[config.mk]
export PLATFORM = sky130hd
export DESIGN_NAME = aasd_ctrl
export DESIGN_NICKNAME = d
export VERILOG_FILES = /design/src/rtl/aasd_pkg.sv /design/src/rtl/aasd_ctrl.sv
export SDC_FILE = /design/constraint.sdc
export NUM_CORES = 1
export LEC_CHECK = 0
export BUFFER_PORTS_ARGS = -buffer_cell sky130_fd_sc_hd__buf_2
export CORE_MARGIN = 4
export CORE_UTILIZATION = 30
export CTS_CLUSTER_DIAMETER = 30
export DETAILED_ROUTE_END_ITERATION = 8
export HOLD_SLACK_MARGIN = 0.03
export PLACE_DENSITY = 0.51
export SETUP_SLACK_MARGIN = 0.05
export SLEW_MARGIN = 20
export SYNTH_ARGS = -nofsm -noshare
export SYNTH_HDL_FRONTEND = slang
export SYNTH_SLANG_ARGS = --single-unit
[constraint.sdc]
create_clock -name clock -period 1.6 [get_ports clock]
set_input_delay 0.24 -clock clock [delete_from_list [all_inputs] [get_ports clock]]
set_output_delay 0.24 -clock clock [all_outputs]
set_load 0.01 [all_outputs]
[src/rtl/aasd_pkg.sv]
// package for the accelerometer activity and shake detector
// types, constants and helper functions used by controller, datapath and top level
// no dependencies
package aasd_pkg;

   localparam int ENERGY_WINDOW_DEF = 50;
   localparam int SHAKE_WINDOW_DEF  = 75;

   localparam int GW = 34;              // gravity, signed q18.16 mg

   localparam logic [16:0] ALPHA_Q16 = 17'd65208;
   localparam logic [8:0]  GAIN_Q16  = 9'd328;
   localparam logic signed [GW-1:0] GRAV_Z_RESET = 34'sd65536000;

   localparam logic [2:0] CSR_SHAKE_LEVEL   = 3'd0;
   localparam logic [2:0] CSR_SHAKE_MIN     = 3'd1;
   localparam logic [2:0] CSR_SHAKE_LOCKOUT = 3'd2;
   localparam logic [2:0] CSR_MOTION_LEVEL  = 3'd3;
   localparam logic [2:0] CSR_MOTION_GAP    = 3'd4;

   typedef enum logic [3:0] {
      ST_IDLE,
      ST_AXIS,       // gravity multiply for the current axis
      ST_AXIS2,      // round gravity, linear value
      ST_SQ,         // square one axis
      ST_STORE,      // write rings, motion, lockout
      ST_PICK,       // branch on scan and report flags
      ST_SCAN_RD,    // shake ring scan
      ST_SUM_RD,     // energy ring sum
      ST_CLASS,
      ST_OUT
   } state_type;

   typedef struct packed {
      logic start;
      logic axis_mul;
      logic axis_fin;
      logic sq;
      logic store;
      logic scan_step;
      logic sum_step;
      logic classify;
      logic load_out;
   } cmd_type;

   typedef struct packed {
      logic axis_last;
      logic scan_go;
      logic scan_done;
      logic report_go;
      logic sum_done;
   } sts_type;

   // mean >= bound is the same as window sum >= n * bound
   function automatic logic [2:0] class_of(input logic [63:0] s, input logic [63:0] n);
      logic [2:0] c;
      c = 3'd0;
      if (s >= n * 64'd520)   c = 3'd1;
      if (s >= n * 64'd5200)  c = 3'd2;
      if (s >= n * 64'd20797) c = 3'd3;
      if (s >= n * 64'd51992) c = 3'd4;
      return c;
   endfunction

   function automatic logic [3:0] inten_of(input logic [63:0] s, input logic [63:0] n);
      logic [3:0] k;
      k = 4'd1;
      if (s >= n * 64'd4290)  k = k + 4'd1;
      if (s >= n * 64'd8093)  k = k + 4'd1;
      if (s >= n * 64'd12881) k = k + 4'd1;
      if (s >= n * 64'd18908) k = k + 4'd1;
      if (s >= n * 64'd26497) k = k + 4'd1;
      if (s >= n * 64'd36049) k = k + 4'd1;
      if (s >= n * 64'd48076) k = k + 4'd1;
      if (s >= n * 64'd63216) k = k + 4'd1;
      if (s >= n * 64'd82276) k = k + 4'd1;
      return k;
   endfunction

endpackage

[src/rtl/aasd_ctrl.sv]
// controller state machine of the activity and shake detector
// depends on aasd_pkg
module aasd_ctrl import aasd_pkg::*; (
   input  logic    clock,
   input  logic    reset,
   input  logic    in_fire,
   input  logic    out_free,
   input  sts_type sts,
   output cmd_type cmd,
   output logic    busy
);

   state_type state_ff, state_in;

   always_ff @(posedge clock) begin
      if (reset) begin
         state_ff <= ST_IDLE;
      end else begin
         state_ff <= state_in;
      end
   end

   always_comb begin
      state_in = state_ff;
      unique case (state_ff)
         ST_IDLE:    if (in_fire) state_in = ST_AXIS;
         ST_AXIS:    state_in = ST_AXIS2;
         ST_AXIS2:   state_in = ST_SQ;
         ST_SQ:      state_in = sts.axis_last ? ST_STORE : ST_AXIS;
         ST_STORE:   state_in = ST_PICK;
         ST_PICK: begin
            if (sts.scan_go)        state_in = ST_SCAN_RD;
            else if (sts.report_go) state_in = ST_SUM_RD;
            else                    state_in = ST_OUT;
         end
         ST_SCAN_RD: begin
            if (sts.scan_done) state_in = sts.report_go ? ST_SUM_RD : ST_OUT;
         end
         ST_SUM_RD:  if (sts.sum_done) state_in = ST_CLASS;
         ST_CLASS:   state_in = ST_OUT;
         ST_OUT:     if (out_free) state_in = ST_IDLE;
         default:    state_in = ST_IDLE;
      endcase
   end

   always_comb begin
      cmd  = '0;
      busy = 1'b1;
      unique case (state_ff)
         ST_IDLE:    begin busy = 1'b0; cmd.start = in_fire; end
         ST_AXIS:    cmd.axis_mul = 1'b1;
         ST_AXIS2:   cmd.axis_fin = 1'b1;
         ST_SQ:      cmd.sq = 1'b1;
         ST_STORE:   cmd.store = 1'b1;
         ST_PICK:    ;
         ST_SCAN_RD: cmd.scan_step = 1'b1;
         ST_SUM_RD:  cmd.sum_step = 1'b1;
         ST_CLASS:   cmd.classify = 1'b1;
         ST_OUT:     cmd.load_out = out_free;
         default:    busy = 1'b1;
      endcase
   end

endmodule

==> run metrics, run 1 <==
Int Pwr=318.9 uW; synth top area cells=dfxtp_1 (19%), nor3_1 (8.3%), nor2_1 (6.2%), a21oi_1 (4.7%), nand2b_1 (4.4%); biggest regs=state_ff x4; Final Cycle Share=0.9657; dpl hpwl=910.5 microns; main combinational cell family by area after synthesis=simple AND/OR/NAND/NOR gates; fmax=around 650 MHz; power share of the clock group=0.239; postcts setup bufs=0; hold_buf cts=0; Mapped Area=424.2 sq um; Final WS setup=about 0.055 ns; Yosys top cell by area=dfxtp_1; status=finished, final reports clean; layout cells sized above 1=0.3951; Slew Viols, Final=0; DRT Pass-1 Iters=4; Syn Nets=70; async set-reset flop share out of synthesis=0; initial core utilization=0.3219; total clock sinks=4; mux share of post-synthesis cell area=0.02360; Syn-to-layout area delta=33.63%; Worst Setup End Kind=output pin; Critical Path AT=between 1 and 1.5 ns; Total Die Area=2079 sq um; Worst Hold Class=in -> reg; Logic pwr share=0.490; Via Count=526; Num CTS Buffers=3; nets@finish=92; clock latency on the worst-skew pair=0.23 ns; grt ovf=0; pre-CTS setup slack=between 0.15 and 0.2 ns; Layout fillers=144; max reg flops=4; simple-gate area share of the yosys netlist=0.4159; Worst setup SP type=flip-flop; cell area after layout=566.8 sq um; Ant. Diodes=0; CTS tree=yes; Post-synth top cells=nor2_1 (7), nor3_1 (7), a21oi_1 (4), dfxtp_1 (4), nand2_1 (4); Worst-Margin Slew=0.4145 ns; Routed Antenna Nets=0; Slew headroom=0.7231; post-synth top area share=0.1888; XOR/XNOR Fraction of Synth Area=0; wire length per cell=between 10 and 15 microns; initial antenna violation count=0; DP Area=531.8 sq um; Die Y=around 46 microns; FF+latch count, synth=4; Required @ worst endpoint=around 1.4 ns; drt first-iter violations=4; vias in the first global route=478; setup tns final=0 ns; Setup Skew=0.004357 ns; Core Area=1318 sq um; crit path max fanout=5; predominant post-synthesis flop cell=dfxtp_1; PD cells=approximately 900 nW/um^2; RePlAce Congestion=0.7563; CTS root buf=clkbuf_4; Final Hold Vio Count=0; compound-cell area share of the yosys netlist=0.2802; IO Pins=19; Net Switching=191.0 uW; Max Cap Viol=0; Die X=45.60 microns; EDFF count, synth=0; Mapped Avg Cell Area=just under 7 sq um; largest net degree at the start of global routing=12; Post-Route WL=about 1200 microns; Ys Warns=0; drt drc=0; register area share after synthesis=0.1888; Tmin final=1.545 ns; Worst-path clk slew=0.04 ns; Peak VDD IR=between 0.0003 and 0.0004 V; library cells used by synthesis=31; Setup CP Type=reg -> out; PortBufs=18; CTS Buffer Depth=2; Mapped Cells=61; switching share of power=0.3746; sequential power share=0.271; final setup fails=0; Pleak=about 0.00026 uW; vias per cell=5.479; Biggest register=state_ff; worst hold margin=0.2502 ns; Std-Cell Rows=13; gr usage total=0.1295; RSZ-0062 raised after global routing=yes; adder-cell area share of the yosys netlist=0; first-pass GRT wire length=between 2000 and 2500 microns; H-tree Lvls=1
## kinds of logic after synthesis
family | count (synthesis)
simple gates | 32
compound gates | 17
flops | 4
buf+inv | 7
mux | 1
## layout by cell type (no fill, tap or decap), drive strengths merged
cell type  count
buf           22
nor3           7
nor2           7
nand2          4
a21oi          4
dfxtp          4
nand2b         3
nor2b          3
o22ai          3
clkbuf         3
inv            2
o21ai          2
nand4          2
o31ai          2
or2b           1
or3            1
and3           1
and4           1
mux2i          1
nor3b          1
and3b          1
o21a           1
o41ai          1
a22o           1
a211o          1
a22oi          1
o221ai         1
## critical path: stages, from the launching register on
cell     delay (ns)
dfxtp_2        0.34
buf_4          0.15
or3_4          0.36
nor2_4         0.10
buf_2          0.13
## worst paths after layout
kind	start	to	slack, ns	depth (start not counted)
min reg2reg	state_ff[3]$_SDFFE_PP0P_	state_ff[3]$_SDFFE_PP0P_	0.58	2
min	reset	state_ff[1]$_SDFFE_PP0P_	0.25	2
max reg2reg	state_ff[0]$_SDFFE_PP0P_	state_ff[3]$_SDFFE_PP0P_	0.17	4
max	state_ff[0]$_SDFFE_PP0P_	cmd[1]	0.05	4
## power by group through the flow
stage	Clock (uW)	Combinational, uW	Sequential (uW)
final	122	250	138
after global routing	134	276	142
after CTS	125	247	138
after detailed placement	0	245	137
after global placement	0	245	136
after floorplan	0	189	116
## routing by layer
layer  routed length (microns)  GRT usage  up-vias
met3                        72    0.01186        0
met5                         0          0        -
li1                          -          -      267
met1                       589     0.1906      242
met4                         0    0.05263        0
met2                       510     0.1894       17
## per-stage QoR
stage | instances | utilization | power, uW
after floorplan | 61 | - | 305.4
after global placement | 93 | 0.4036 | 381.0
after detailed placement | 93 | 0.4036 | 381.9
after CTS | 96 | 0.4245 | 510.5
after global routing | 96 | 0.4302 | 552.2
final | 96 | 0.4302 | 509.9
## repair_timing
action | 4_1_cts | 5_1_grt
setup endpoints to repair | 2 | 9
gates resized for setup | 3 | 3
gates cloned | 0 | 0
## layout make-up
class,instances,area [sq um],area share
repair buffers,22,120.1,0.2119
multi-input cells,50,312.8,0.5519
clock buffers,3,22.52,0.03974
well taps,15,18.77,0.03311
inverters,2,7.507,0.01325
flip-flops and latches,4,85.08,0.1501
No activity file was read; power rests on OpenSTA's default activity.
==> inputs of run 2 (changes only) <==
- CELL_PAD_IN_SITES_DETAIL_PLACEMENT: not set -> 1
- CELL_PAD_IN_SITES_GLOBAL_PLACEMENT: not set -> 2
- CORE_UTILIZATION: 30 -> 22
- PLACE_DENSITY: 0.51 -> 0.7
==> run 2 against run 1 <==
Compared with the run above: fmax up 1.5%; sequential power grew 8%; design area increased by 3.3%; largest power group unchanged.
==> run metrics, run 2 (synthesis gave the netlist of run 1 again) <==
Syn-to-layout area delta=38.05%; Worst setup SP type=flip-flop; Slew headroom=0.7905; drt drc=0; Tmin final=between 1.5 and 2 ns; DRT Pass-1 Iters=3; hold path start=reset; vias per cell=4.792; wire length per cell=13.04 microns; biggest regs=state_ff x4; crit path max fanout=10; status=finished, final reports clean; RePlAce Congestion=0.7270; commonest non-fill, non-tap cell in the layout=buf_2; max reg flops=4; Slew Viols, Final=0; drt first-iter violations=3; vias in the first global route=roughly 550; initial core utilization=0.2379; Final Core Density=0.3284; fmax=656.7 MHz; postcts setup bufs=0; Final Hold Vio Count=0; Post-Route WL=1382 microns; CP Launch Point=state_ff[1]$_SDFFE_PP0P_; DP Area=544.3 sq um; gr usage total=0.1127; FF-to-FF path depth=5; Worst-path clk slew=0.04 ns; Std-Cell Rows=15; total clock sinks=4; Worst-Margin Slew=0.3138 ns; largest net degree at the start of global routing=11; grt ovf=0; initial antenna violation count=0; most frequent cells in the layout=buf_2 (18), nor3_1 (6), nor2_1 (6); Final Cycle Share=0.9518; CTS Buffer Depth=2; Max Cap Viol=0; Setup crit end=cmd[1]; final setup fails=0; Core Area=~1800 sq um; Total Die Area=2695 sq um; CTS tree=yes; r2r startpoint=state_ff[2]$_SDFFE_PP0P_; Ant. Diodes=0; Setup CP Type=reg -> out; cell area after layout=slightly below 600 sq um; Required @ worst endpoint=about 1.4 ns; Setup Skew=around 0.0034 ns; PortBufs=18; Die X=51.91 microns; R2R setup slack=0.17 ns; H-tree Lvls=1; RR Endpoint=state_ff[0]$_SDFFE_PP0P_; RSZ-0062 raised after global routing=yes; Worst Setup End Kind=output pin; Worst Hold Class=in -> reg; PD cells=881.7 nW/um^2; Pleak=0.0002650 uW; Routed Antenna Nets=0; first-pass GRT wire length=2401 microns; nets@finish=92; Die Y=just over 50 microns; Critical Path AT=1.28 ns; Biggest register=state_ff; IO Pins=19; Num CTS Buffers=3; dpl hpwl=1073 microns; CTS root buf=clkbuf_4; layout cells sized above 1=0.4198; Via Count=roughly 510; Peak VDD IR=between 0.0002 and 0.00025 V; setup tns final=0 ns; clock latency on the worst-skew pair=0.23 ns
## run 2: cell counts in the layout (fill, tap and decap cells not counted)
Identical to the previous run, type by type.
## run 2: worst max-delay path, stage by stage, from the launching register on
cell	delay (ns)
dfxtp_2	0.36
or3_4	0.43
nor2_2	0.12
buf_2	0.14
## run 2: worst min-delay path by stage
stage	endpoint	slack [ns]	cells past startpoint
6_report	state_ff[1]$_SDFFE_PP0P_	0.25	2
5_1_grt	state_ff[1]$_SDFFE_PP0P_	0.25	2
4_1_cts	state_ff[1]$_SDFFE_PP0P_	0.24	2
3_5_place_dp	state_ff[1]$_SDFFE_PP0P_	0.49	2
3_3_place_gp	state_ff[1]$_SDFFE_PP0P_	0.49	2
2_1_floorplan	state_ff[1]$_SDFFE_PP0P_	0.31	1
## run 2: layer usage
metal / global-route usage / wire length [microns] / vias to the layer above
li1: - / - / 266
met1: 0.1537 / 684 / 227
met2: 0.1946 / 637 / 15
met3: 0.002865 / 59 / 0
met4: 0.02620 / 0 / 0
met5: 0 / 0 / -
## run 2: layout make-up
class / count / area, sq um
multi-input cells: 50 / 317.8
repair buffers: 22 / 120.1
inverters: 2 / 7.507
clock buffers: 3 / 22.52
fillers: 234 / 1197
well taps: 25 / 31.28
flip-flops and latches: 4 / 86.33
## run 2: metrics by stage
step                      worst slack, ns  instances  hold WS [ns]  power (uW)
after floorplan                    0.2322         61        0.3091       305.4
after global placement            0.02411        103        0.4913       379.8
after detailed placement        0.0004086        103        0.4948       380.3
after CTS                         0.02473        106        0.2414       513.4
after global routing              0.02299        106        0.2523       561.8
final                             0.07719        106        0.2454       516.3
## run 2: what timing repair did
item | 4_1_cts | 5_1_grt
pin swaps | 0 | 1
hold buffers | 0 | 0
setup endpoints to repair | 5 | 4
resized for setup | 4 | 4
## run 2: power breakdown
| group | leakage, uW | switching [uW] | internal [uW] |
|---|---|---|---|
| Combinational | 0.000217 | 123 | 115 |
| Clock | 0.0000138 | 45.4 | 84.2 |
| Sequential | 0.0000341 | 32.3 | 116 |
| Total | 0.000265 | 201 | 316 |
==> inputs of run 3 (changes only) <==
- BUFFER_PORTS_ARGS: -buffer_cell sky130_fd_sc_hd__buf_2 -> not set
- CORE_UTILIZATION: 22 -> 29
- DONT_BUFFER_PORTS: not set -> 1
- PLACE_DENSITY: 0.7 -> 0.68
==> run 3 against run 2 <==
Compared with the run above: clock skew rose by 0.0039 ns; die area fell by 21%; sequential share of layout area rose by 2.6 points; highest routed layer unchanged; power fell by 5.5%; first-iteration DRC count rose by 67%.
==> run metrics, run 3 (synthesis gave the netlist of run 1 again) <==
Worst Hold Class=in -> reg; Required @ worst endpoint=between 1 and 1.5 ns; IO Pins=19; max reg flops=4; Tmin final=1.494 ns; Final Cycle Share=0.9336; most frequent cells in the layout=nor3_1 (6), nor2_1 (6), buf_4 (6), nand2_1 (4), a21oi_1 (4); Logic pwr share=0.453; initial antenna violation count=0; nets@finish=76; setup tns final=0 ns; hold_buf cts=0; clock latency on the worst-skew pair=0.23 ns; final setup fails=0; R2R setup slack=0.17 ns; RR Endpoint=state_ff[0]$_SDFFE_PP0P_; Std-Cell Rows=13; Via Count=454; Num CTS Buffers=3; Int Pwr=296.2 uW; crit-path cells=or2b_1 > nor3_1; Setup CP Type=reg -> out; drt first-iter violations=5; Final WS setup=0.1063 ns; DRT Pass-1 Iters=2; power share of the clock group=0.255; crit-path max cell delay=0.43 ns; RSZ-0062 raised after global routing=yes; RePlAce Congestion=0.7183; FF-to-FF path depth=5; Post-Route WL=approximately 1200 microns; Total Die Area=2139 sq um; biggest regs=state_ff x4; Biggest register=state_ff; Setup crit end=cmd[6]; switching share of power=0.3929; Final Hold Vio Count=0; layout cells sized above 1=0.2462; worst hold margin=0.06436 ns; PD cells=~980 nW/um^2; Peak VDD IR=approximately 0.00038 V; CP Launch Point=state_ff[1]$_SDFFE_PP0P_; fmax=669.5 MHz; Worst-path clk slew=0.04 ns; Routed Antenna Nets=0; CTS root buf=clkbuf_4; Ant. Diodes=0; first-pass GRT wire length=2042 microns; PortBufs=0; Die X=46.25 microns; Slew Viols, Final=0; wire length per cell=15.58 microns; Setup Skew=0.007285 ns; vias in the first global route=482; sequential power share=0.292; CTS tree=yes; Slew headroom=0.7507; Worst Setup End Kind=output pin; Syn-to-layout area delta=17.40%; initial core utilization=0.3180; CP max-delay cell=dfxtp_2; drt drc=0; crit path max fanout=10; placed cells=76; CTS Buffer Depth=2; Core Area=1334 sq um; total clock sinks=4; Non-Filler Instances=80; grt ovf=0; Net Switching=191.7 uW; Worst setup SP type=flip-flop; dpl hpwl=1001 microns; r2r startpoint=state_ff[1]$_SDFFE_PP0P_; Die Y=46.25 microns; H-tree Lvls=1; status=finished, final reports clean; vias per cell=5.675; Worst-Margin Slew=0.3711 ns; Critical Path AT=around 1.3 ns; Pleak=0.0001902 uW; gr usage total=0.1281; largest net degree at the start of global routing=12; Max Cap Viol=0; pre-CTS setup slack=around 0.16 ns
## run 3: worst min-delay path by stage
stage           from  slack, ns                       end  depth (start not counted)
2_1_floorplan  reset       0.31  state_ff[1]$_SDFFE_PP0P_                          1
3_3_place_gp   reset       0.32  state_ff[1]$_SDFFE_PP0P_                          1
3_5_place_dp   reset       0.31  state_ff[1]$_SDFFE_PP0P_                          1
4_1_cts        reset       0.06  state_ff[1]$_SDFFE_PP0P_                          1
5_1_grt        reset       0.06  state_ff[1]$_SDFFE_PP0P_                          1
6_report       reset       0.06  state_ff[1]$_SDFFE_PP0P_                          1
## run 3: layout make-up
| class | instances | area, sq um |
|---|---|---|
| inverter | 2 | 7.507 |
| clock buffer | 3 | 22.52 |
| fill | 180 | 835.8 |
| timing repair buffer | 6 | 45.04 |
| sequential | 4 | 86.33 |
| multi-input combinational | 50 | 317.8 |
| tap | 15 | 18.77 |
## run 3: repair_timing
action                                  4_1_cts  5_1_grt
resized for setup                             3        4
hold endpoints to repair                      0        0
endpoints found under the setup margin        2        2
gates cloned                                  0        0
setup buffers                                 0        1
pin swaps                                     0        1
## run 3: routing by layer
layer / GRT usage / vias up / wire length, microns
met5: 0 / - / 0
li1: - / 233 / -
met2: 0.2060 / 13 / 552
met1: 0.1774 / 208 / 626
met4: 0.01705 / 0 / 0
met3: 0.02734 / 0 / 67
## run 3: power by group through the flow
| stage | clock network (uW) | logic, uW | registers (uW) |
|---|---|---|---|
| 2_1_floorplan | 0 | 189 | 116 |
| 3_3_place_gp | 0 | 202 | 141 |
| 3_5_place_dp | 0 | 203 | 143 |
| 4_1_cts | 127 | 205 | 142 |
| 5_1_grt | 137 | 244 | 146 |
| 6_report | 124 | 221 | 142 |
## run 3: through the flow
stage                     instance area (sq um)    util  power [uW]
after floorplan                           424.2       -       305.4
after global placement                    449.2  0.3368       342.6
after detailed placement                  449.2  0.3368       345.9
after CTS                                 476.7  0.3574       473.6
after global routing                      498.0  0.3734       526.4
final                                     498.0  0.3734       487.9
## run 3: critical path: cells and delay by family, from the launching register on
kind             cells  cell delay, ns
flip-flops           1            0.43
AND/OR/NAND/NOR      2            0.58
